File: src/hw/rtl/lss_pkg.sv
// Shared constants, register codes and inter-stage structs for the
// Laplacian sharpening stream. No dependencies.
package lss_pkg;

  localparam int MAX_WIDTH    = 2048;
  localparam int MAX_CHANNELS = 3;
  localparam int LINE_DEPTH   = MAX_WIDTH * MAX_CHANNELS;

  localparam int SAMPLE_W    = 8;
  localparam int ROW_W       = 12;
  localparam int INDEX_W     = 13;
  localparam int CFG_W       = 12;
  localparam int CHAN_W      = 2;
  localparam int OUT_FIELD_W = SAMPLE_W + ROW_W + INDEX_W;
  localparam int OUT_TDATA_W = ((OUT_FIELD_W + 7) / 8) * 8;

  localparam logic [CFG_W-1:0]  WIDTH_RESET    = 12'd640;
  localparam logic [CFG_W-1:0]  HEIGHT_RESET   = 12'd480;
  localparam logic [CHAN_W-1:0] CHANNELS_RESET = 2'd1;
  localparam logic [CFG_W-1:0]  MIN_DIM        = 12'd3;

  typedef enum logic [1:0] {
    CFG_WIDTH    = 2'd0,
    CFG_HEIGHT   = 2'd1,
    CFG_CHANNELS = 2'd2
  } cfg_index_t;

  typedef enum logic {
    PH_FIRST,
    PH_SECOND
  } out_phase_t;

  // One accepted item with its position and border flags.
  typedef struct packed {
    logic [INDEX_W-1:0]  s;
    logic [ROW_W-1:0]    r;
    logic [SAMPLE_W-1:0] x;
    logic                emit;
    logic                inner;
    logic                last_row;
    logic                frame_end;
  } issue_t;

  // Result pair handed to the output stage.
  typedef struct packed {
    logic [SAMPLE_W-1:0] value;
    logic [ROW_W-1:0]    orow;
    logic [INDEX_W-1:0]  index;
    logic                last_row;
    logic                frame_end;
  } result_t;

endpackage

File: src/hw/rtl/lss_out.sv
// Output register: holds one result pair and sends it as one or two items.
// Depends on lss_pkg.
module lss_out import lss_pkg::*; (
  input  logic                   clk,
  input  logic                   rst,
  input  logic                   res_load,
  input  result_t                res,
  input  logic                   m_axis_tready,
  output logic                   out_free,
  output logic                   m_axis_tvalid,
  output logic [OUT_TDATA_W-1:0] m_axis_tdata,
  output logic                   m_axis_tlast,
  output logic                   m_axis_tuser
);

  logic       b_valid;
  result_t    b_res;
  out_phase_t phase;
  out_phase_t phase_next;
  logic       taken;
  logic       done;

  logic [SAMPLE_W-1:0] sample_out;
  logic [ROW_W-1:0]    out_row;

  assign taken    = b_valid && m_axis_tready;
  assign done     = taken && ((phase == PH_SECOND) || !b_res.last_row);
  assign out_free = !b_valid || done;

  always_comb begin
    phase_next = phase;
    if (res_load) begin
      phase_next = PH_FIRST;
    end else if (taken) begin
      case (phase)
        PH_FIRST:  phase_next = b_res.last_row ? PH_SECOND : PH_FIRST;
        PH_SECOND: phase_next = PH_FIRST;
        default:   phase_next = PH_FIRST;
      endcase
    end
  end

  always_ff @(posedge clk) begin
    if (rst) begin
      b_valid <= 1'b0;
      phase   <= PH_FIRST;
    end else begin
      phase <= phase_next;
      if (res_load) begin
        b_valid <= 1'b1;
      end else if (done) begin
        b_valid <= 1'b0;
      end
    end
  end

  always_ff @(posedge clk) begin
    if (res_load) begin
      b_res <= res;
    end
  end

  // Second item of a pair: the zero border sample of the last row itself.
  always_comb begin
    case (phase)
      PH_FIRST: begin
        sample_out   = b_res.value;
        out_row      = b_res.orow;
        m_axis_tlast = !b_res.last_row;
        m_axis_tuser = 1'b0;
      end
      PH_SECOND: begin
        sample_out   = '0;
        out_row      = b_res.orow + ROW_W'(1);
        m_axis_tlast = 1'b1;
        m_axis_tuser = b_res.frame_end;
      end
      default: begin
        sample_out   = '0;
        out_row      = '0;
        m_axis_tlast = 1'b0;
        m_axis_tuser = 1'b0;
      end
    endcase
  end

  assign m_axis_tvalid = b_valid;
  assign m_axis_tdata  = {(OUT_TDATA_W - OUT_FIELD_W)'(0), b_res.index, out_row, sample_out};

endmodule

File: config.mk
export PLATFORM = sky130hd
export DESIGN_NAME = lss_out
export DESIGN_NICKNAME = d
export VERILOG_FILES = /design/src/hw/rtl/lss_pkg.sv /design/src/hw/rtl/lss_out.sv
export SDC_FILE = /design/constraint.sdc
export NUM_CORES = 1
export LEC_CHECK = 0
export BUFFER_PORTS_ARGS = -buffer_cell sky130_fd_sc_hd__buf_2
export CAP_MARGIN = 20
export CORE_ASPECT_RATIO = 0.6
export CORE_MARGIN = 2
export CORE_UTILIZATION = 48
export DETAILED_ROUTE_END_ITERATION = 7
export PLACE_DENSITY = 0.88
export SLEW_MARGIN = 0
export SYNTH_ARGS = -nofsm -noshare
export SYNTH_HDL_FRONTEND = slang
export SYNTH_SLANG_ARGS = --single-unit
File: constraint.sdc
create_clock -name clk -period 1.9 [get_ports clk]
set_input_delay 0.19 -clock clk [delete_from_list [all_inputs] [get_ports clk]]
set_output_delay 0.19 -clock clk [all_outputs]
set_load 0.005 [all_outputs]
# ---- Yosys cells after proc, flatten, opt, wreduce, memory -nomap -nowiden
# Index checks and enable logic that the tools add are counted.
dict set report word_totals {
  input_bits 39
  wordCells 25
  regBits 37
  output_inout_bits 44
}
dict set report op_classes {
  n_addsub 1
  n_reduce_logical 8
  muxes 8
  n_bitwise 1
}
# operator n
set ops {}
lappend ops {{12-bit case mux with 2 select lines} 1}
lappend ops {{8-bit case mux with 2 select lines} 1}
lappend ops {{12-bit by 1-bit adder with 12-bit output (second input constant)} 1}
lappend ops {{1-bit case mux with 2 select lines} 3}
lappend ops {{1-bit 2-to-1 mux} 3}
lappend ops {{1-bit logical AND} 2}
lappend ops {{1-bit zero test} 2}
lappend ops {{1-bit logical OR} 2}
lappend ops {{2-bit nonzero test} 1}
lappend ops {{2-bit OR reduction} 1}
lappend ops {{1-bit NOT} 1}

# ---- Depth between registers and ports, before layout
dict set report depth {
  depth_word 5
  mapped_depth 4
  depth_no_buf 4
}

# ---- Least setup slack after synthesis
# OpenSTA, ideal clock, no wires.
dict set report synth_path {
  path_type {register -> output}
  from {register b_res[15] (netlist name)}
  to {output m_axis_tdata[18]}
  arrival_time_ns 1.149
  stages_incl_launch_ff 5
  path_buffers 0
  required_ns 1.710
  setup_slack_ns 0.561
  cell_sequence {edfxtp_1 > ha_1 > nand4_1 > nor3_1 > xor2_1}
}
dict set report synth_via {
  elab_chain_cells 2
}
# item line
set synth_rtl {}
lappend synth_rtl {{start, declared} lss_out.sv:17} ;# result_t b_res;
lappend synth_rtl {{start signal, assigned} lss_out.sv:59} ;# b_res <= res;
lappend synth_rtl {{12-bit by 1-bit adder with 12-bit output} lss_out.sv:74} ;# out_row = b_res.orow + ROW_W'(1);
lappend synth_rtl {{12-bit case mux with 2 select lines} lss_out.sv:65} ;# case (phase)
lappend synth_rtl {{end, declared} lss_out.sv:11} ;# output logic [OUT_TDATA_W-1:0] m_axis_tdata,
# No other way between the ends.

# ---- Final worst setup path
dict set report layout_path {
  from {register b_res[15] (netlist name)}
  to {output m_axis_tdata[16]}
}
# Same word-level chain as after synthesis.

==> flow_summary_export.csv <==
group,metric,value,unit
setup_path,critical_path_buf_inv_count,1,
cells_and_area,nFillCells,267,
synthesis,ys_types,22,
drt,route.vias.total,1015,
die,die_x,78.4,µm
grt,track_usage,15.0,%
clock_network,cts-root-buf,"clkbuf_8",
cells_and_area,syn_to_final_growth,28.4,%
grt,busiest_layer,"met2",
setup_path,crit_path_start_kind,"flop",
synthesis,syn_area_per_cell,14.5,µm²
drt,first_iter_violations,20,
power_and_ir_drop,internal_power,1.45,mW
placement,gp_congestion,0.721,
grt,grt_pass1_vias,974,
power_and_ir_drop,pwr-share-clk,35.3,%
synthesis,postSynthCellCount,110,
run_status,status,"finished clean",
grt,grt_use_met1,16.3,%
die,start_util,49.5,%
grt,grt_use_met2,24.4,%
drt,drcViolationCount,0,
setup_path,worst-setup-path-type,"reg2out",
cells_and_area,diodes,0,
clock_network,cts_buffer_depth,2,
placement,hpwlAfterDp,2080,µm
cells_and_area,layout-drive-gt1-share,51.7,%
synthesis,synth-seq-cells,37,
grt,grt_first_pass_wirelength,4170,µm
die,core_area,3220,µm²
grt,grt_max_degree,22,
setup_path,cp.required,1710,ps
drt,wl,2770,µm
clock_network,clk_latency,280,ps
power_and_ir_drop,swShare,20.2,%
power_and_ir_drop,leakage,0.896,nW
power_and_ir_drop,ir_drop,0.000619,V
die,io_pins,83,
cells_and_area,nNetsFinal,219,
power_and_ir_drop,switching_power,0.366,mW
sta,finalCritPeriodShare,98.2,%
power_and_ir_drop,p_seq_share,54.8,%
setup_path,slowest_stage,"edfxtp_1",
setup_path,worstSetupEndpointType,"output port",
sta,min_period,1870,ps
sta,skew,0.374,ps
setup_path,cp_slowest_stage_delay,410,ps
drt,ant_nets,0,
sta,drv_slew,0,
sta,rsz0062_at_grt,"true",
sta,final.setup.tns,0,ps
sta,finalSetupViolations,0,
power_and_ir_drop,p_comb_share,10.0,%
placement,placed_cells,216,
setup_path,crit_chain,"ha_2 > nand4_1 > nor3_2 > xor2_1 > buf_2",
clock_network,cts_buffers,5,
sta,final_hold_viol_count,0,
drt,wire_per_inst,12.3,µm
drt,drt-vias-per-instance,4.51,
die,dieHeight,48.7,µm
die,dieArea,3820,µm²
setup_path,cp.arrival,1680,ps
setup_path,crit_family,"simple AND/OR/NAND/NOR gates",
grt,overflow,0,
placement,portBuffers,75,
synthesis,synth_seq_area_share,68.4,%
drt,dr.pass1.iters,4,
job,max_cap_viol_count,0,
grt,use_met3,8.40,%
synthesis,synth_area,1600,µm²
grt,antenna_found_initial,0,
worst_hold_path,hold_path.class,"in2reg",
power_and_ir_drop,power_density,885,nW/µm²
cells_and_area,final_cells,225,
clock_network,htree_num_levels,2,
synthesis,yosys_warnings,0,
clock_network,clock-sinks,37,
clock_network,clk_pin_slew,70,ps
die,fp-row-count,16,
sta,fmax,536,MHz
setup_path,critPathMaxFanout,4,
clock_network,cts_tree,"yes",
## placed cells by master, fill, tap and decap left out, drive strengths merged
cell type	netlist	routed
a21oi	1	1
and2	1	1
buf	22	78
bufinv	0	1
clkbuf	0	6
clkinv	0	1
conb	1	7
dfxtp	2	2
edfxtp	35	35
ha	1	1
inv	5	5
mux2	1	1
mux2i	1	1
nand2	5	5
nand3	3	3
nand4	3	3
nor2	1	1
nor2b	9	9
nor3	5	5
nor4	2	2
o21ai	1	1
xnor2	4	4
xor2	7	7
## per-layer routing
layer | vias to the layer above | share of wire (%)
met4 | 0 | 1.1
met1 | 454 | 40
met2 | 62 | 45
li1 | 494 | -
met3 | 5 | 14
met5 | - | 0
## flip-flops by register name, indices dropped and copies added, names as in the netlist
name	cells
b_res	22
m_axis_tdata	13
m_axis_tvalid	1
phase	1
## logic make-up after synthesis
logic type               share of synthesized area, %
AO/OA/AOI/OAI                                   0.627
XOR/XNOR                                         6.04
adder cells (fa/ha/maj)                         0.784
buffers and inverters                            11.4
flip-flops                                       68.4
multiplexers                                     1.33
other                                           0.235
AND/OR/NAND/NOR                                  11.2
## Yosys cell counts, drive strengths merged
cell     n  area, µm²
edfxtp  35       1050
mux2     1       11.3
buf     22        163
conb     1       3.75
inv      5       18.8
mux2i    1       10.0
and2     1       6.26
nor2     1       3.75
nor4     2       25.0
xor2     7       61.3
nand3    3       25.0
dfxtp    2       40.0
nand2    5       18.8
a21oi    1       5.00
nor3     5       25.0
nor2b    9       56.3
nand4    3       18.8
ha       1       12.5
xnor2    4       35.0
o21ai    1       5.00
## repair_timing
action / 4_1_cts / 5_1_grt
endpoints found under the setup margin: 1 / 3
hold buffers: 0 / 0
gates resized for setup: 2 / 2
buffers inserted: 0 / 1
pin swaps: 0 / 1
endpoints found under the hold margin: 0 / 0
## cell type report
type / instances / area, µm² / area share (%)
flip-flops and latches: 37 / 1090 / 53.3
repair buffers: 78 / 410 / 20.0
multi-input cells: 52 / 365 / 17.8
clock buffers: 6 / 72.6 / 3.54
well taps: 45 / 56.3 / 2.75
clock inverters: 2 / 33.8 / 1.65
inverters: 5 / 18.8 / 0.916
## power by group through the flow
stage	combinational [mW]	sequential (mW)	clock [mW]
3_3_place_gp	0.175	1.01	0
4_1_cts	0.181	0.992	0.657
5_1_grt	0.201	0.999	0.692
3_5_place_dp	0.179	1.01	0
6_report	0.180	0.992	0.639
2_1_floorplan	0.0983	1.00	0
## worst paths after layout
kind | startpoint | to | slack, ps | cells past startpoint
max reg2reg | phase$_SDFFE_PP0P_ | m_axis_tvalid$_SDFFE_PP0P_ | 840 | 4
min | res[8] | m_axis_tdata[26]$_DFFE_PP_ | 80 | 1
min reg2reg | m_axis_tvalid$_SDFFE_PP0P_ | m_axis_tvalid$_SDFFE_PP0P_ | 540 | 2
max | b_res[15]$_DFFE_PP_ | m_axis_tdata[16] | 30 | 5
## through the flow
stage	utilization (%)	setup slack [ps]	total power, mW	hold slack, ps	instance area, µm²
6_report	63.5	34.1	1.81	82.2	2050
5_1_grt	63.5	-116	1.89	63.6	2050
4_1_cts	63.0	4.41	1.83	71.9	2030
3_5_place_dp	59.4	304	1.19	368	1910
3_3_place_gp	59.4	380	1.18	367	1910
2_1_floorplan	-	561	1.10	259	1620
Power figures use the tool's default switching activity.
