File: src/hw/rtl/lss_pkg.sv
// Shared constants, register codes and inter-stage structs for the
// Laplacian sharpening stream. No dependencies.
package lss_pkg;

  localparam int MAX_WIDTH    = 2048;
  localparam int MAX_CHANNELS = 3;
  localparam int LINE_DEPTH   = MAX_WIDTH * MAX_CHANNELS;

  localparam int SAMPLE_W    = 8;
  localparam int ROW_W       = 12;
  localparam int INDEX_W     = 13;
  localparam int CFG_W       = 12;
  localparam int CHAN_W      = 2;
  localparam int OUT_FIELD_W = SAMPLE_W + ROW_W + INDEX_W;
  localparam int OUT_TDATA_W = ((OUT_FIELD_W + 7) / 8) * 8;

  localparam logic [CFG_W-1:0]  WIDTH_RESET    = 12'd640;
  localparam logic [CFG_W-1:0]  HEIGHT_RESET   = 12'd480;
  localparam logic [CHAN_W-1:0] CHANNELS_RESET = 2'd1;
  localparam logic [CFG_W-1:0]  MIN_DIM        = 12'd3;

  typedef enum logic [1:0] {
    CFG_WIDTH    = 2'd0,
    CFG_HEIGHT   = 2'd1,
    CFG_CHANNELS = 2'd2
  } cfg_index_t;

  typedef enum logic {
    PH_FIRST,
    PH_SECOND
  } out_phase_t;

  // One accepted item with its position and border flags.
  typedef struct packed {
    logic [INDEX_W-1:0]  s;
    logic [ROW_W-1:0]    r;
    logic [SAMPLE_W-1:0] x;
    logic                emit;
    logic                inner;
    logic                last_row;
    logic                frame_end;
  } issue_t;

  // Result pair handed to the output stage.
  typedef struct packed {
    logic [SAMPLE_W-1:0] value;
    logic [ROW_W-1:0]    orow;
    logic [INDEX_W-1:0]  index;
    logic                last_row;
    logic                frame_end;
  } result_t;

endpackage

File: src/hw/rtl/lss_ctrl.sv
// Configuration registers, raster counters and line store addressing.
// Depends on lss_pkg.
module lss_ctrl import lss_pkg::*; (
  input  logic                clk,
  input  logic                rst,
  input  logic                cfg_we,
  input  logic [1:0]          cfg_index,
  input  logic [CFG_W-1:0]    cfg_data,
  input  logic                accept,
  input  logic [SAMPLE_W-1:0] sample_in,
  output issue_t              issue,
  output logic [INDEX_W-1:0]  addr_center,
  output logic [INDEX_W-1:0]  addr_right,
  output logic [INDEX_W-1:0]  addr_left
);

  logic [CFG_W-1:0]   image_width;
  logic [CFG_W-1:0]   image_height;
  logic [CHAN_W-1:0]  channel_count;
  logic [INDEX_W-1:0] sample_counter;
  logic [ROW_W-1:0]   row_counter;

  logic [CFG_W-1:0]   w_eff;
  logic [ROW_W-1:0]   h_eff;
  logic [CHAN_W-1:0]  c_eff;
  logic [INDEX_W-1:0] c_step;
  logic [INDEX_W-1:0] row_len;
  logic               row_done;
  logic               inner;
  logic               cfg_hit;

  always_comb begin
    if (image_width < MIN_DIM) begin
      w_eff = MIN_DIM;
    end else if (image_width > CFG_W'(MAX_WIDTH)) begin
      w_eff = CFG_W'(MAX_WIDTH);
    end else begin
      w_eff = image_width;
    end
    h_eff = (image_height < MIN_DIM) ? MIN_DIM : image_height;
    if (channel_count == '0) begin
      c_eff = CHAN_W'(1);
    end else if (channel_count > CHAN_W'(MAX_CHANNELS)) begin
      c_eff = CHAN_W'(MAX_CHANNELS);
    end else begin
      c_eff = channel_count;
    end
  end

  assign c_step   = INDEX_W'(c_eff);
  assign row_len  = INDEX_W'(w_eff) * c_step;
  assign row_done = (sample_counter == row_len - INDEX_W'(1));

  // Inner sample: output row away from top border, pixel away from both sides.
  assign inner = (row_counter >= ROW_W'(2)) && (sample_counter >= c_step) &&
                 (sample_counter < row_len - c_step);

  always_comb begin
    issue.s         = sample_counter;
    issue.r         = row_counter;
    issue.x         = sample_in;
    issue.emit      = (row_counter != '0);
    issue.inner     = inner;
    issue.last_row  = (row_counter == h_eff - ROW_W'(1));
    issue.frame_end = row_done;
  end

  assign addr_center = sample_counter;
  assign addr_right  = inner ? sample_counter + c_step : '0;
  assign addr_left   = inner ? sample_counter - c_step : '0;

  always_comb begin
    case (cfg_index)
      CFG_WIDTH, CFG_HEIGHT, CFG_CHANNELS: cfg_hit = cfg_we;
      default: cfg_hit = 1'b0;
    endcase
  end

  always_ff @(posedge clk) begin
    if (rst) begin
      image_width   <= WIDTH_RESET;
      image_height  <= HEIGHT_RESET;
      channel_count <= CHANNELS_RESET;
    end else if (cfg_we) begin
      case (cfg_index)
        CFG_WIDTH:    image_width   <= cfg_data;
        CFG_HEIGHT:   image_height  <= cfg_data;
        CFG_CHANNELS: channel_count <= cfg_data[CHAN_W-1:0];
        default: ;
      endcase
    end
  end

  always_ff @(posedge clk) begin
    if (rst || cfg_hit) begin
      // restart the frame on a width, height or channels write
      sample_counter <= '0;
      row_counter    <= '0;
    end else if (accept) begin
      if (row_done) begin
        sample_counter <= '0;
        row_counter    <= (row_counter == h_eff - ROW_W'(1)) ? '0
                                                              : row_counter + ROW_W'(1);
      end else begin
        sample_counter <= sample_counter + INDEX_W'(1);
      end
    end
  end

endmodule

File: config.mk
export PLATFORM = sky130hd
export DESIGN_NAME = lss_ctrl
export DESIGN_NICKNAME = d
export VERILOG_FILES = /design/src/hw/rtl/lss_pkg.sv /design/src/hw/rtl/lss_ctrl.sv
export SDC_FILE = /design/constraint.sdc
export NUM_CORES = 1
export LEC_CHECK = 0
export ABC_AREA = 0
export CORE_UTILIZATION = 57
export CTS_CLUSTER_SIZE = 20
export DETAILED_ROUTE_END_ITERATION = 8
export DONT_BUFFER_PORTS = 1
export HOLD_SLACK_MARGIN = 0.02
export PLACE_DENSITY = 0.74
export SYNTH_ARGS = -nofsm -noshare
export SYNTH_HDL_FRONTEND = slang
export SYNTH_SLANG_ARGS = --single-unit
File: constraint.sdc
create_clock -name clk -period 5.03 [get_ports clk]
set_input_delay 0.2515 -clock clk [delete_from_list [all_inputs] [get_ports clk]]
set_output_delay 0.2515 -clock clk [all_outputs]
set_load 0.005 [all_outputs]
== Word-level counts from Yosys, hierarchy flattened ==
Index checks and enable logic that the tools add are counted.
Cells by class
  $mul: 1
  bitwise logic cells: 0
  magnitude comparators: 7
  equal/unequal tests: 4
  shift operators: 0
  div/mod/pow operators: 0
  reductions and logical operators: 11
  $add $sub $neg: 7
  mux-type cells: 10
Operators with widths (number)
  $mux W12: 4
  $mux W13: 3
  $sub A13 B2 Y13: 2
  $lt A12 B2 Y1 const B: 2
  $add A13 B1 Y13 const B: 1
  $add A13 B2 Y13: 1
  $eq A13 B13 Y1: 1
  $ge A13 B2 Y1: 1
  $lt A13 B13 Y1: 1
  $mul A12 B2 Y13: 1
  $sub A13 B1 Y13 const B: 1
  $add A12 B1 Y12 const B: 1
  $eq A12 B12 Y1: 1
  $ge A12 B2 Y1 const B: 1
  $gt A12 B12 Y1 const B: 1
  $reduce_bool A12 Y1: 1
  $sub A12 B1 Y12 const B: 1
  $reduce_and A2 Y1: 4
  $logic_not A2 Y1: 2
  $mux W2: 2
  $reduce_or A3 Y1: 1
  $eq A2 B1 Y1 const B: 1
  $eq A2 B2 Y1 const B: 1
  $gt A2 B2 Y1 const B: 1
  other kinds (3): 4
Word-level totals
  flip-flop bits (word level): 51
  output and inout port bits: 76
  bits in read-only memories: 0
  word-level logic and storage cells: 45
  memories: 0
  bits in latches: 0
  bits in writable memories: 0
  input bits: 26

== Depth between registers and ports, before layout ==
  depth in word-level cells: 8
  depth in mapped cells: 25
  gate-level depth less buffers: 23

== Worst setup path before layout ==
OpenSTA, ideal clock, no wires.
  path type: register to output
  from: register image_width[7]
  to: output issue[2] in the netlist's numbering
  data required time: 4.779 ns
  arrival: 4.957 ns
  buffers on the path: 3
  slack: -0.179 ns
  cell stages (with the launch flop): 22
  cell sequence: dfxtp_1 nor4_2 nand3_1 o31a_1 a21oi_1 and2_1 inv_1 fa_1 nand2b_1 a211oi_1 nor2_1 and3_1 clkbuf_1 nor3_1 nand4_1 xor2_1 ha_1 nand2_1 o41ai_2 clkbuf_1 inv_1 buf_4
Between the ends
  longest elaborated chain between the ends: 7
Ends and longest elaborated chain
  from (decl): line lss_ctrl.sv:17  | logic [CFG_W-1:0] image_width;
  from (signal assigned): line lss_ctrl.sv:86  | CFG_WIDTH: image_width <= cfg_data;
  $gt A12 B12 Y1: line lss_ctrl.sv:35  | end else if (image_width > CFG_W'(MAX_WIDTH)) begin
  $mux W12: line lss_ctrl.sv:35
  $mux W12 (*): line lss_ctrl.sv:33  | if (image_width < MIN_DIM) begin
  $mul A12 B2 Y13 (*): line lss_ctrl.sv:51  | assign row_len = INDEX_W'(w_eff) * c_step;
  $sub A13 B2 Y13 (*): line lss_ctrl.sv:56  | (sample_counter < row_len - c_step);
  $lt A13 B13 Y1 (*): line lss_ctrl.sv:56
  $logic_and A1 B1 Y1 (*): line lss_ctrl.sv:55  | assign inner = (row_counter >= ROW_W'(2)) && (sample_counter >= c_step) &&
  to (decl): line lss_ctrl.sv:11  | output issue_t issue,
Every way passes the cells marked *; elsewhere a longest branch is shown, timed or not.

== Final worst setup path ==
  from: register image_width[7]
  to: output addr_right[9]
Between the ends
  longest elaborated chain between the ends: 8
Ends and longest elaborated chain
  $gt A12 B12 Y1: line lss_ctrl.sv:35
  $mux W12: line lss_ctrl.sv:35
  $mux W12 (*): line lss_ctrl.sv:33
  $mul A12 B2 Y13 (*): line lss_ctrl.sv:51
  $sub A13 B2 Y13 (*): line lss_ctrl.sv:56
  $lt A13 B13 Y1 (*): line lss_ctrl.sv:56
  $logic_and A1 B1 Y1 (*): line lss_ctrl.sv:55
  $mux W13 (*): line lss_ctrl.sv:69  | assign addr_right = inner ? sample_counter + c_step : '0;
  to (decl): line lss_ctrl.sv:13  | output logic [INDEX_W-1:0] addr_right,
Marked as above.

==> impl_results.md <==
* Initial antenna violation count at 0
* Setup TNS at -1590 ps
* Setup ws final at -80.6 ps
* DR vias at 5377
* Clock sink total at 51
* Area Growth Syn to Fin at 16.7%
* Routed Antenna Nets at 0
* Worst Skew at 17.8 ps
* Starting Density at 0.588
* CP max stage cell: dfxtp_4
* Row cnt at 35
* CTS H-tree depth at 2
* CTS tree: done
* Reg-to-reg endpoint: row_counter[10]$_SDFFE_PP0P_
* Root buffer cell: clkbuf_8
* Worst vdd ir at 117 uV
* Yosys warnings at 0
* Drt pass-1 iters at 5
* Global-route wire length before repair at 23700 um
* Top cell type by total area after synthesis: dfxtp_1
* Vias per inst at 6.22
* Clock Path Buffers at 2
* Hold slack at 33.4 ps
* Pre-CTS setup slack at -195 ps
* Crit-path cells: nor4_4, nand3_1, o31a_1, a21oi_2, and2_4, inv_2, fa_2, nand2b_4, a21o_1, buf_6, nor3_4, o22ai_2, buf_6, nor3_4, xnor2_1, ha_1, nor2b_4, o21ai_1, nand2b_1, a21oi_4, o221a_4, o41ai_4, buf_6, nor2_2
* Fillers at 717
* Ys async rst share at 0
* R2r setup slk at 240 ps
* Minimum clock period at 5110 ps
* Die Ht at 99.6 um
* Design Power at 949 uW
* Slowest stage delay, CP at 370 ps
* Clock Latency Late Sink at 310 ps
* # setup viols final at 25
* Worst EP arrival at 4860 ps
* Core Area at 9240 um^2
* Type of the most critical hold path: in2reg
* Worst Setup EP: addr_right[9]
* Layout cells sized above 1 at 0.231
* Relative slew slack at 0.188
* Failing checks: setup timing
* Port Buffers at 0
* Final Cycle Share at 1.02
* Status: complete, but fails checks
* Netlist cell types at 69
* CP Class: reg2out
* Power Density at 150 nW/um^2
* Layout Utilization at 0.686
* Worst setup SP type: register
* Dpl cell area at 5520 um^2
* Worst-path clk slew at 110 ps
* GRT Residual Overflow at 0
* Synth Register Bits at 51
* Top-area cell type share of the netlist area at 0.188
* # diodes at 0
* Vias in the first global route at 4996
* Total GRT Usage at 0.296
* Hold wc startpoint: rst
* Top_reg_cell synth: dfxtp_1
* Register area share after synthesis at 0.188
* Die area at 9920 um^2
* CP Launch Point: image_width[7]$_SDFFE_PP1P_
* Measured slew at the worst slew-check pin at 1210 ps
* Routed WL at 15700 um
* Worst EP required at 4780 ps
* Crit-path leading delay family: compound AO/OA/AOI/OAI gates
* Fmax at 0.196 GHz
* DP Cell Count at 826
* TritonCTS Buffers at 5
* Post-synth EDFFs at 0
* R2R depth at 19
* Mapped Cells at 731
* Routed len/inst at 18.2 um
* WP buf/inv at 4
* Cell leakage power at 2.47 nW
* Final hold viol count at 0
* Synth Cell Area at 5430 um^2
* Most common cell after layout, fill and taps aside: nand2_1
* Syn Nets at 796
* Reg2reg start: image_width[7]$_SDFFE_PP1P_
* Final Max Tran Viols at 0
* Max-Cap Viols at 0
* Finished layout cell area at 6340 um^2
* Largest net degree at the start of global routing at 21
* Critical path depth at 24
* Top Ports at 102
* DR iter-0 viols at 376
* HPWL Detailed at 10700 um
* Die Span X at 99.6 um
* CP Capture Type: output pin
* Remaining DRCs at 0
* Top cells by area, synth: dfxtp_1 (19%), xnor2_1 (9.0%), ha_1 (8.1%)
* Mean Syn Cell Area at 7.43 um^2
* RSZ-0062 raised after global routing: true
* Most frequent cells in the layout: nand2_1 (77), buf_4 (55), nor2_1 (54)
* Peak fanout along the critical path at 6
* Fin cells at 864
* Most common cell on crit path: buf_6
* Final net count at 799
* Final RePlAce weighted congestion at 0.938
## final cells by class
type                            count  area (um^2)  area share
Multi-Input combinational cell    587         4440       0.700
Sequential cell                    51         1030       0.162
Timing Repair Buffer               65          524      0.0827
Tap cell                          129          161      0.0255
Inverter                           24         90.1      0.0142
Clock buffer                        6         82.6      0.0130
Clock inverter                      2         16.3     0.00257
## cells by family after synthesis
logic type / synth area share
compound gates: 0.174
xor+xnor: 0.152
fa+ha+maj: 0.0954
buf+inv: 0.0857
flops: 0.188
mux: 0.00737
simple gates: 0.297
## state kept, by name, summed over array words and instances, names as in the netlist
signal         flops
row_counter       12
addr_center       13
image_width       12
channel_count      2
image_height      12
## report_power, final
part           internal, mW  total, mW  switching (mW)  leakage (nW)
clock network         0.113      0.260           0.148        0.0474
registers             0.412      0.424          0.0124         0.414
logic                 0.113      0.264           0.150          2.01
## routing by layer
metal	GRT usage	part of all wire	vias up
met5	0	0	-
met4	0.0848	0.017	0
met3	0.0520	0.071	36
met2	0.510	0.50	238
met1	0.379	0.42	2572
li1	-	-	2531
## synth_stat cells, types with 2 or more instances
| cell | number |
|---|---|
| dfxtp_1 | 51 |
| o211a_1 | 2 |
| or4_1 | 6 |
| nand3b_1 | 10 |
| buf_6 | 2 |
| clkbuf_1 | 33 |
| buf_1 | 3 |
| and2_1 | 23 |
| o22ai_1 | 2 |
| nor3b_1 | 9 |
| o32ai_2 | 2 |
| fa_1 | 4 |
| a21o_1 | 9 |
| xnor2_1 | 56 |
| nand2_1 | 79 |
| nor4_1 | 10 |
| inv_1 | 24 |
| a31oi_1 | 4 |
| nor2_1 | 82 |
| o21ai_0 | 21 |
| o31ai_1 | 7 |
| o211ai_1 | 4 |
| o41ai_1 | 12 |
| a21oi_1 | 49 |
| buf_2 | 9 |
| o221a_2 | 2 |
| nand2b_1 | 7 |
| nand3_1 | 17 |
| nor3_1 | 15 |
| and3_1 | 14 |
| nand4_1 | 21 |
| buf_4 | 23 |
| o2111ai_1 | 2 |
| nor2b_1 | 6 |
| xnor3_1 | 3 |
| xor2_1 | 29 |
| mux2i_1 | 4 |
| o21ai_1 | 2 |
| or3_1 | 6 |
| or2_2 | 4 |
| ha_1 | 35 |
## worst min-delay path by stage
stage | end | slack, ps | cells past startpoint
2_1_floorplan | image_width[7]$_SDFFE_PP1P_ | 370 | 2
4_1_cts | image_height[6]$_SDFFE_PP1P_ | 40 | 1
3_3_place_gp | image_width[4]$_SDFFE_PP0P_ | 320 | 1
6_report | image_height[6]$_SDFFE_PP1P_ | 30 | 1
5_1_grt | image_height[7]$_SDFFE_PP1P_ | 30 | 1
3_5_place_dp | image_height[11]$_SDFFE_PP0P_ | 330 | 1
## what timing repair did
action | 4_1_cts | 5_1_grt
hold buffers | 1 | 0
setup buffers | 9 | 18
cloned | 2 | 0
resized for setup | 44 | 72
hold endpoints to repair | 19 | 0
endpoints found under the setup margin | 28 | 38
pin swaps | 17 | 42
Power figures use the tool's default switching activity.
