**config.mk**
```make
export PLATFORM = sky130hd
export DESIGN_NAME = lss_calc
export DESIGN_NICKNAME = d
export VERILOG_FILES = /design/src/hw/rtl/lss_pkg.sv /design/src/hw/rtl/lss_calc.sv
export SDC_FILE = /design/constraint.sdc
export NUM_CORES = 1
export LEC_CHECK = 0
export BUFFER_PORTS_ARGS = -buffer_cell sky130_fd_sc_hd__buf_2
export CORE_MARGIN = 3
export CORE_UTILIZATION = 49
export CTS_CLUSTER_DIAMETER = 50
export DETAILED_ROUTE_END_ITERATION = 10
export PLACE_DENSITY = 0.81
export SLEW_MARGIN = 20
export SYNTH_ARGS = -nofsm -noshare
export SYNTH_HDL_FRONTEND = slang
export SYNTH_SLANG_ARGS = --single-unit
```
**constraint.sdc**
```tcl
create_clock -name clk -period 6.4 [get_ports clk]
set_input_delay 1.28 -clock clk [delete_from_list [all_inputs] [get_ports clk]]
set_output_delay 1.28 -clock clk [all_outputs]
set_load 0.005 [all_outputs]
```
**src/hw/rtl/lss_pkg.sv**
```systemverilog
// Shared constants, register codes and inter-stage structs for the
// Laplacian sharpening stream. No dependencies.
package lss_pkg;

  localparam int MAX_WIDTH    = 2048;
  localparam int MAX_CHANNELS = 3;
  localparam int LINE_DEPTH   = MAX_WIDTH * MAX_CHANNELS;

  localparam int SAMPLE_W    = 8;
  localparam int ROW_W       = 12;
  localparam int INDEX_W     = 13;
  localparam int CFG_W       = 12;
  localparam int CHAN_W      = 2;
  localparam int OUT_FIELD_W = SAMPLE_W + ROW_W + INDEX_W;
  localparam int OUT_TDATA_W = ((OUT_FIELD_W + 7) / 8) * 8;

  localparam logic [CFG_W-1:0]  WIDTH_RESET    = 12'd640;
  localparam logic [CFG_W-1:0]  HEIGHT_RESET   = 12'd480;
  localparam logic [CHAN_W-1:0] CHANNELS_RESET = 2'd1;
  localparam logic [CFG_W-1:0]  MIN_DIM        = 12'd3;

  typedef enum logic [1:0] {
    CFG_WIDTH    = 2'd0,
    CFG_HEIGHT   = 2'd1,
    CFG_CHANNELS = 2'd2
  } cfg_index_t;

  typedef enum logic {
    PH_FIRST,
    PH_SECOND
  } out_phase_t;

  // One accepted item with its position and border flags.
  typedef struct packed {
    logic [INDEX_W-1:0]  s;
    logic [ROW_W-1:0]    r;
    logic [SAMPLE_W-1:0] x;
    logic                emit;
    logic                inner;
    logic                last_row;
    logic                frame_end;
  } issue_t;

  // Result pair handed to the output stage.
  typedef struct packed {
    logic [SAMPLE_W-1:0] value;
    logic [ROW_W-1:0]    orow;
    logic [INDEX_W-1:0]  index;
    logic                last_row;
    logic                frame_end;
  } result_t;

endpackage

```
**src/hw/rtl/lss_calc.sv**
```systemverilog
// Read-modify-write stage: takes line store read data, computes the
// clamped 5-point value and writes both line stores back. Depends on lss_pkg.
module lss_calc import lss_pkg::*; (
  input  logic                clk,
  input  logic                rst,
  input  logic                accept,
  input  issue_t              issue,
  input  logic [INDEX_W-1:0]  addr_left,
  input  logic [SAMPLE_W-1:0] newer_q_a,
  input  logic [SAMPLE_W-1:0] newer_q_b,
  input  logic [SAMPLE_W-1:0] older_q_a,
  input  logic [SAMPLE_W-1:0] older_q_b,
  input  logic                out_free,
  output logic                in_ready,
  output logic                wr_en,
  output logic [INDEX_W-1:0]  wr_addr,
  output logic [SAMPLE_W-1:0] older_wr_data,
  output logic [SAMPLE_W-1:0] newer_wr_data,
  output logic                res_load,
  output result_t             res
);

  logic                a_valid;
  issue_t              a_item;
  logic                fwd;
  logic [SAMPLE_W-1:0] fwd_data;
  logic                a_move;

  logic [SAMPLE_W-1:0] left;
  logic [10:0]         centre5;
  logic [9:0]          neigh;
  logic signed [11:0]  diff;
  logic [SAMPLE_W-1:0] clamped;

  assign a_move   = a_valid && (!a_item.emit || out_free);
  assign in_ready = !a_valid || a_move;

  always_ff @(posedge clk) begin
    if (rst) begin
      a_valid <= 1'b0;
    end else if (accept) begin
      a_valid <= 1'b1;
    end else if (a_move) begin
      a_valid <= 1'b0;
    end
  end

  // The left neighbour may be the entry written back at this very edge;
  // forward it instead of trusting the RAM read.
  always_ff @(posedge clk) begin
    if (accept) begin
      a_item   <= issue;
      fwd      <= a_move && (addr_left == a_item.s);
      fwd_data <= newer_q_a;
    end
  end

  assign left    = fwd ? fwd_data : older_q_b;
  assign centre5 = {1'b0, newer_q_a, 2'b00} + {3'b000, newer_q_a};
  assign neigh   = {2'b00, older_q_a} + {2'b00, a_item.x} +
                   {2'b00, left} + {2'b00, newer_q_b};
  assign diff    = $signed({1'b0, centre5}) - $signed({2'b00, neigh});

  always_comb begin
    if (diff[11]) begin
      clamped = '0;
    end else if (diff[10:8] != 3'b000) begin
      clamped = '1;
    end else begin
      clamped = diff[7:0];
    end
  end

  always_comb begin
    res.value     = a_item.inner ? clamped : '0;
    res.orow      = a_item.r - ROW_W'(1);
    res.index     = a_item.s;
    res.last_row  = a_item.last_row;
    res.frame_end = a_item.frame_end;
  end

  assign res_load      = a_move && a_item.emit;
  assign wr_en         = a_move;
  assign wr_addr       = a_item.s;
  assign older_wr_data = newer_q_a;
  assign newer_wr_data = a_item.x;

endmodule

```
# Word-level counts from Yosys, hierarchy flattened
# Index checks and enable logic that the tools add are counted.
# op_classes
add_sub_neg	6
n_eq_ne	1
muxes	6
reduce_logical	9
# ops
cell	n
$mux W8	4
$eq A13 B13 Y1	1
$sub A11 B10 Y12	1
$sub A12 B1 Y12 const B	1
$add A10 B8 Y11	1
$add A10 B8 Y10	1
$add A9 B8 Y10	1
$add A8 B8 Y9	1
$logic_and A1 B1 Y1	3
$reduce_bool A3 Y1	1
$logic_not A1 Y1	2
$logic_or A1 B1 Y1	2
$mux W1	2
$reduce_bool A2 Y1	1
# totals
register_bits	47
wordCells	32

# Logic depth before layout (Yosys ltp)
# Gate-level depths: netlist of run 1.
# logic_depth
depth_word	8
depth_mapped	14

# Worst setup path after synthesis of run 1
# OpenSTA, ideal clock, no wires.
# synth_timing
path_kind	in2out
start	input older_q_b[1]
end	output res[27] (netlist name)
t_arrival_ps	4613
t_required_ps	5120
path_slack_ps	507
path_stages	12
path_cell_list	mux2i_1 -> fa_1 -> fa_1 -> inv_1 -> fa_1 -> inv_1 -> fa_1 -> a21o_1 -> a221oi_4 -> o21ai_2 -> a311oi_4 -> a31oi_1
# synth_rtl
item	line	text
start: declaration	lss_calc.sv:12	input logic [SAMPLE_W-1:0] older_q_b,
end: declaration	lss_calc.sv:20	output result_t res

==> impl_results.md, run 1 <==
* Status: finished clean
* First-pass GRT wire length at 12,300 um
* Synth top area cells: edfxtp_1, fa_1, buf_4
* Pre-antenna DRT Iters at 5
* # hold bufs at CTS at 0
* Clk_skew at 0.00529 ns
* Vias in the first global route at 2,764
* CP required at 5.12 ns
* Setup crit end: res[29]
* Most frequent cells in the layout: buf_2, inv_1, edfxtp_1
* Synth Register Bits at 47
* CORE AREA at 7020 um^2
* Fin area at 4390 um^2
* Worst Setup End Kind: output port
* GRT met3 Usage at 3.98%
* Crit. Startpoint: older_q_b[1]
* P&R area growth vs syn at 20.1%
* Remaining Overflow, GRT at 0
* Pwr Density at 349 nW/um^2
* FILL cells at 582
* Min-delay worst type: reg2reg
* Final critical-path share of the clock period at 96.7%
* Yosys warns at 0
* Chip Width at 92.4 um
* Die area at 8530 um^2
* Reg-to-reg endpoint: fwd
* Async S/R FF share, synth at 0%
* Routed wire length at 7390 um
* Worst path slowest cell: fa_1
* H-tree depth at 2
* Antenna viol nets, final at 0
* CTS clk-pin slew, worst paths at 0.09 ns
* Clk Latency, worst-skew pair at 0.29 ns
* Leak Pwr at 2.13 nW
* Total CTS buffers at 5
* Inst Count DP at 522
* Share of layout cells above drive strength 1 at 40.5%
* Final setup fails at 0
* Main synth FF type: edfxtp_1
* Synthesized area at 3650 um^2
* Bufs and invs on worst path at 5
* Slew Limit Headroom at 30.0%
* Clock buffer depth at 2
* Max cap viols at 0
* Setup TNS at 0 ns
* Crit. path cell count at 15
* Die Ht at 92.4 um
* Top cell type's share of synthesized area at 37.8%
* Routed len/inst at 13.9 um
* Cell family with most CP delay: adder cells
* Reg2reg setup slack at 5.15 ns
* Vias per cell at 4.85
* Crit-path max FO at 8
* Top cell type by total area after synthesis: edfxtp_1
* Largest stage delay on the critical path at 0.54 ns
* Largest net degree at the start of global routing at 48
* Post-synth cell types at 44
* CP arrival at 4.91 ns
* Root Driver: clkbuf_8
* RePlAce Congestion at 0.820
* Worst Tran Pin Value at 1.05 ns
* Mean Syn Cell Area at 11.5 um^2
* Initial antenna violation count at 0
* Reg2Reg Depth at 3
* Met1 Resource Use GR at 20.6%
* Max Clk Rate at 162 MHz
* Met2 Track Usage GR at 33.5%
* R2r startpoint: wr_addr[7]
* Final max-slew violation count at 0
* Initial core utilization at 52.0%
* Most common cell after layout, fill and taps aside: buf_2
* DRT iter0 DRCs at 80
* Post-Synthesis Cells at 318
* Syn_nets at 450
* Non-filler instance count after layout at 533
* Seq/Total Area, Yosys at 38.4%
* Crit-path cells: buf_2 -> mux2i_4 -> fa_1 -> fa_1 -> inv_1 -> fa_1 -> inv_1 -> fa_2 -> a21o_1 -> a221oi_4 -> nand2b_4 -> a311oi_4 -> buf_4 -> a31oi_1 -> buf_2
* CP dominant cell by count: fa_1
* CTS tree: yes
* Unrepaired setup endpoints after global routing: false
* Vias at 2,587
* Final hold violations at 0
* Crit path kind: in2out
* Antenna cells at 0
* Critical Path Source Type: primary input
* GR peak layer: met2
* Period minus WS final at 6.19 ns
* # IOs at 153
* Total GRT Usage at 18.0%
* Post-synth EDFFs at 46
* Worst vdd ir at 0.164 mV
* Post-DP HPWL at 6260 um
* PortBufs at 152
* Row Count at 30
* Clock sinks at 47
* Final nets at 568
* Area post-placement at 4210 um^2
* DRC errors left at 0
[area by class of cell]
cell class | count | area [um^2] | area share, %
clock inverters | 2 | 60.1 | 1.37
inverters | 61 | 229 | 5.22
well taps | 96 | 120 | 2.74
repair buffers | 156 | 791 | 18.0
flip-flops and latches | 47 | 1400 | 31.9
clock buffers | 6 | 72.6 | 1.65
multi-input cells | 165 | 1720 | 39.1
[synthesized netlist by cell type (all sizes together) (2+ instances only)]
cell type	instances
inv	61
and3	4
a21o	4
edfxtp	46
a21oi	14
xnor2	22
nor3b	3
ha	16
nand2	7
o211ai	2
nor4	3
nand4	4
mux2i	9
a31oi	8
buf	44
a22oi	2
nand3	2
nor2	6
o21ai	5
fa	30
xor2	8
[sequential cells by signal, indices dropped and copies added, names as in the netlist]
| name | cells |
|---|---|
| a_item | 14 |
| a_valid | 1 |
| res | 2 |
| wr_addr | 13 |
| newer_wr_data | 8 |
| fwd | 1 |
| fwd_data | 8 |
[per-stage QoR]
stage	setup slack [ns]	util [%]	hold slack, ns	total power [mW]
after global routing	0.0102	62.5	0.567	1.67
final	0.209	62.5	0.503	1.53
after floorplan	0.507	-	0.493	1.04
after CTS	0.0135	61.8	0.509	1.49
after global placement	0.168	59.9	0.481	1.21
after detailed placement	0.0209	59.9	0.495	1.23
[worst min-delay path, cell delays in order, from the launching register on]
cell and delay (ns):
dfxtp_1 0.32, nand3_1 0.08, a21oi_1 0.06
[metal layers]
metal	part of all wire [%]	vias up
li1	-	1255
met1	39	1215
met2	52	105
met3	6.9	12
met4	1.4	0
met5	0	-
[cell families (layout without fill, tap and decap cells)]
group	Yosys count	count (layout)	share of synthesized area, %
AOI/OAI and AO/OA	42	42	8.43
xor gates and xnor gates	30	30	7.40
adders and majority gates	46	46	21.9
buffers and inverters	106	225	15.4
DFF	47	47	38.4
muxes	10	10	2.77
and+or+nand+nor	37	37	5.72
[timing repair]
item / 4_1_cts / 5_1_grt
endpoints found under the setup margin: 0 / 8
gates resized for setup: 0 / 6
buffers inserted: 0 / 3
[worst min-delay path by stage]
| stage | start | to | depth (start not counted) |
|---|---|---|---|
| floorplan | a_valid | a_valid | 2 |
| global placement | a_valid | a_valid | 2 |
| detailed placement | a_valid | a_valid | 2 |
| CTS | a_valid | a_valid | 2 |
| global route | a_valid | a_valid | 2 |
| finish | a_valid | a_valid | 2 |
[power by group]
part / internal (mW) / switching [mW]
combinational: 0.414 / 0.485
clock: 0.156 / 0.0931
sequential: 0.365 / 0.0163
total: 0.935 / 0.595
Note: power is estimated with default switching activity, not from simulation.
==> run 2, diff against run 1 <==
==> constraint.sdc (replaced) <==
create_clock -name clk -period 6.4 [get_ports clk]
set_input_delay 0.32 -clock clk [delete_from_list [all_inputs] [get_ports clk]]
set_output_delay 0.32 -clock clk [all_outputs]
set_load 0.005 [all_outputs]
==> impl_results.md, run 2 (synthesis gave the netlist of run 1 again) <==
* Status: finished clean
* Worst Setup End Kind: output port
* Vias at 2,505
* Clk pwr share at 17.3%
* Total CTS buffers at 5
* Clk Latency, worst-skew pair at 0.29 ns
* Routed len/inst at 13.5 um
* Critical Path Source Type: flop
* Total power at 1.46 mW
* Final max-slew violation count at 0
* Reg2reg setup slack at 5.02 ns
* Chip Width at 92.4 um
* CP required at 6.08 ns
* Routed wire length at 7140 um
* Hold Crit Start: rst
* Vias in the first global route at 2,636
* Inst Count DP at 521
* Vias per cell at 4.74
* Worst vdd ir at 0.189 mV
* Final critical-path share of the clock period at 79.1%
* CORE AREA at 7020 um^2
* CTS clk-pin slew, worst paths at 0.09 ns
* Crit path kind: reg2out
* Max cap viols at 0
* Pre-antenna DRT Iters at 4
* CP dominant cell by count: fa_1
* Max Clk Rate at 198 MHz
* Root Driver: clkbuf_8
* Post-DP HPWL at 6030 um
* Row Count at 30
* Period minus WS final at 5.06 ns
* Non-filler instance count after layout at 529
* RePlAce Congestion at 0.836
* Most common cell after layout, fill and taps aside: buf_2
* Initial antenna violation count at 0
* Endpoint, Worst Hold: a_valid
* # hold bufs at CTS at 0
* Sequential power share at 26.2%
* Share of layout cells above drive strength 1 at 39.0%
* Antenna viol nets, final at 0
* Leak Pwr at 2.10 nW
* Final setup fails at 0
* Final hold violations at 0
* H-tree depth at 2
* Clock sinks at 47
* Reg-to-reg endpoint: fwd
* Pwr Density at 336 nW/um^2
* Die area at 8530 um^2
* Switching share of power at 38.8%
* Most frequent cells in the layout: buf_2, inv_1, edfxtp_1
* Total GRT Usage at 17.5%
* CTS tree: yes
* # IOs at 153
* Min-delay worst type: in2reg
* Bufs and invs on worst path at 3
* Largest stage delay on the critical path at 0.65 ns
* Initial core utilization at 52.0%
* DRC errors left at 0
* Gate power share at 56.6%
* Antenna cells at 0
* Sw power at 0.566 mW
* Int Power at 0.891 mW
* Cell family with most CP delay: adder cells
* Crit-path cells: mux2i_1 -> fa_1 -> fa_1 -> inv_1 -> fa_1 -> inv_1 -> fa_1 -> a21o_1 -> a221oi_4 -> o21ai_2 -> a311oi_4 -> a31oi_1 -> buf_2
* Post-CTS Setup Bufs at 0
* P&R area growth vs syn at 18.6%
* First-pass GRT wire length at 12,000 um
* Slew Limit Headroom at 31.9%
* CP arrival at 4.74 ns
* R2r startpoint: wr_addr[12]
* Crit-path max FO at 8
* Clk_skew at 0.00319 ns
* Unrepaired setup endpoints after global routing: false
* Largest net degree at the start of global routing at 48
* DRT iter0 DRCs at 94
* Setup TNS at 0 ns
* Remaining Overflow, GRT at 0
* PortBufs at 152
* Reg2Reg Depth at 3
* Resize count post-CTS at 0
* Worst Hold Depth at 2
* Die Ht at 92.4 um
* Max reg flops at 14
* Register name with the most flops: a_item
* Worst Tran Pin Value at 1.02 ns
* Final nets at 564
* Worst path slowest cell: edfxtp_1
* Clock buffer depth at 2
[run 2: changes by cell type in the layout (fill, tap and decap cells not counted)]
| cell | change |
|---|---|
| buf_4 | -4 |
| a211oi_1 | +1 |
| a211oi_2 | -1 |
| a311o_1 | +1 |
| a311o_2 | -1 |
| fa_1 | +1 |
| fa_2 | -1 |
| mux2i_1 | +1 |
| mux2i_4 | -1 |
| nand2b_2 | +1 |
| nand2b_4 | -1 |
[run 2: power groups by stage]
stage                     registers [mW]  logic [mW]  clock network, mW
after floorplan                    0.384       0.660                  0
after global placement             0.387       0.805                  0
after detailed placement           0.389       0.821                  0
after CTS                          0.382       0.830              0.258
after global routing               0.385       0.944              0.270
final                              0.381       0.824              0.252
[run 2: metal layers]
metal / vias up / GRT usage (%) / wire length [um]
met5: - / 0 / 0
met3: 4 / 3.17 / 481
met2: 101 / 31.7 / 3610
met1: 1157 / 22.4 / 3010
met4: 0 / 2.60 / 38
li1: 1243 / - / -
[run 2: cell type report]
cell class,count,area [um^2]
clock buffers,6,72.6
clock inverters,2,60.1
fillers,579,2690
inverters,61,229
multi-input cells,165,1690
flip-flops and latches,47,1400
well taps,96,120
repair buffers,152,761
[run 2: per-stage QoR]
stage | cell area (um^2) | hold slack, ns | util [%] | setup WS (ns)
global placement | 4200 | 0.476 | 59.8 | 1.79
detailed placement | 4200 | 0.483 | 59.8 | 1.64
floorplan | 3650 | 0.389 | - | 1.98
global route | 4330 | 0.163 | 61.7 | 1.04
finish | 4330 | 0.174 | 61.7 | 1.34
CTS | 4330 | 0.162 | 61.7 | 1.30
[run 2: how the worst max path moves through the flow]
stage | from | endpoint | cells after the start
6_report | fwd | res[34] | 13
5_1_grt | fwd | res[29] | 13
4_1_cts | fwd | res[34] | 13
3_5_place_dp | fwd | res[34] | 13
3_3_place_gp | fwd | res[27] | 13
2_1_floorplan | fwd | res[27] | 13
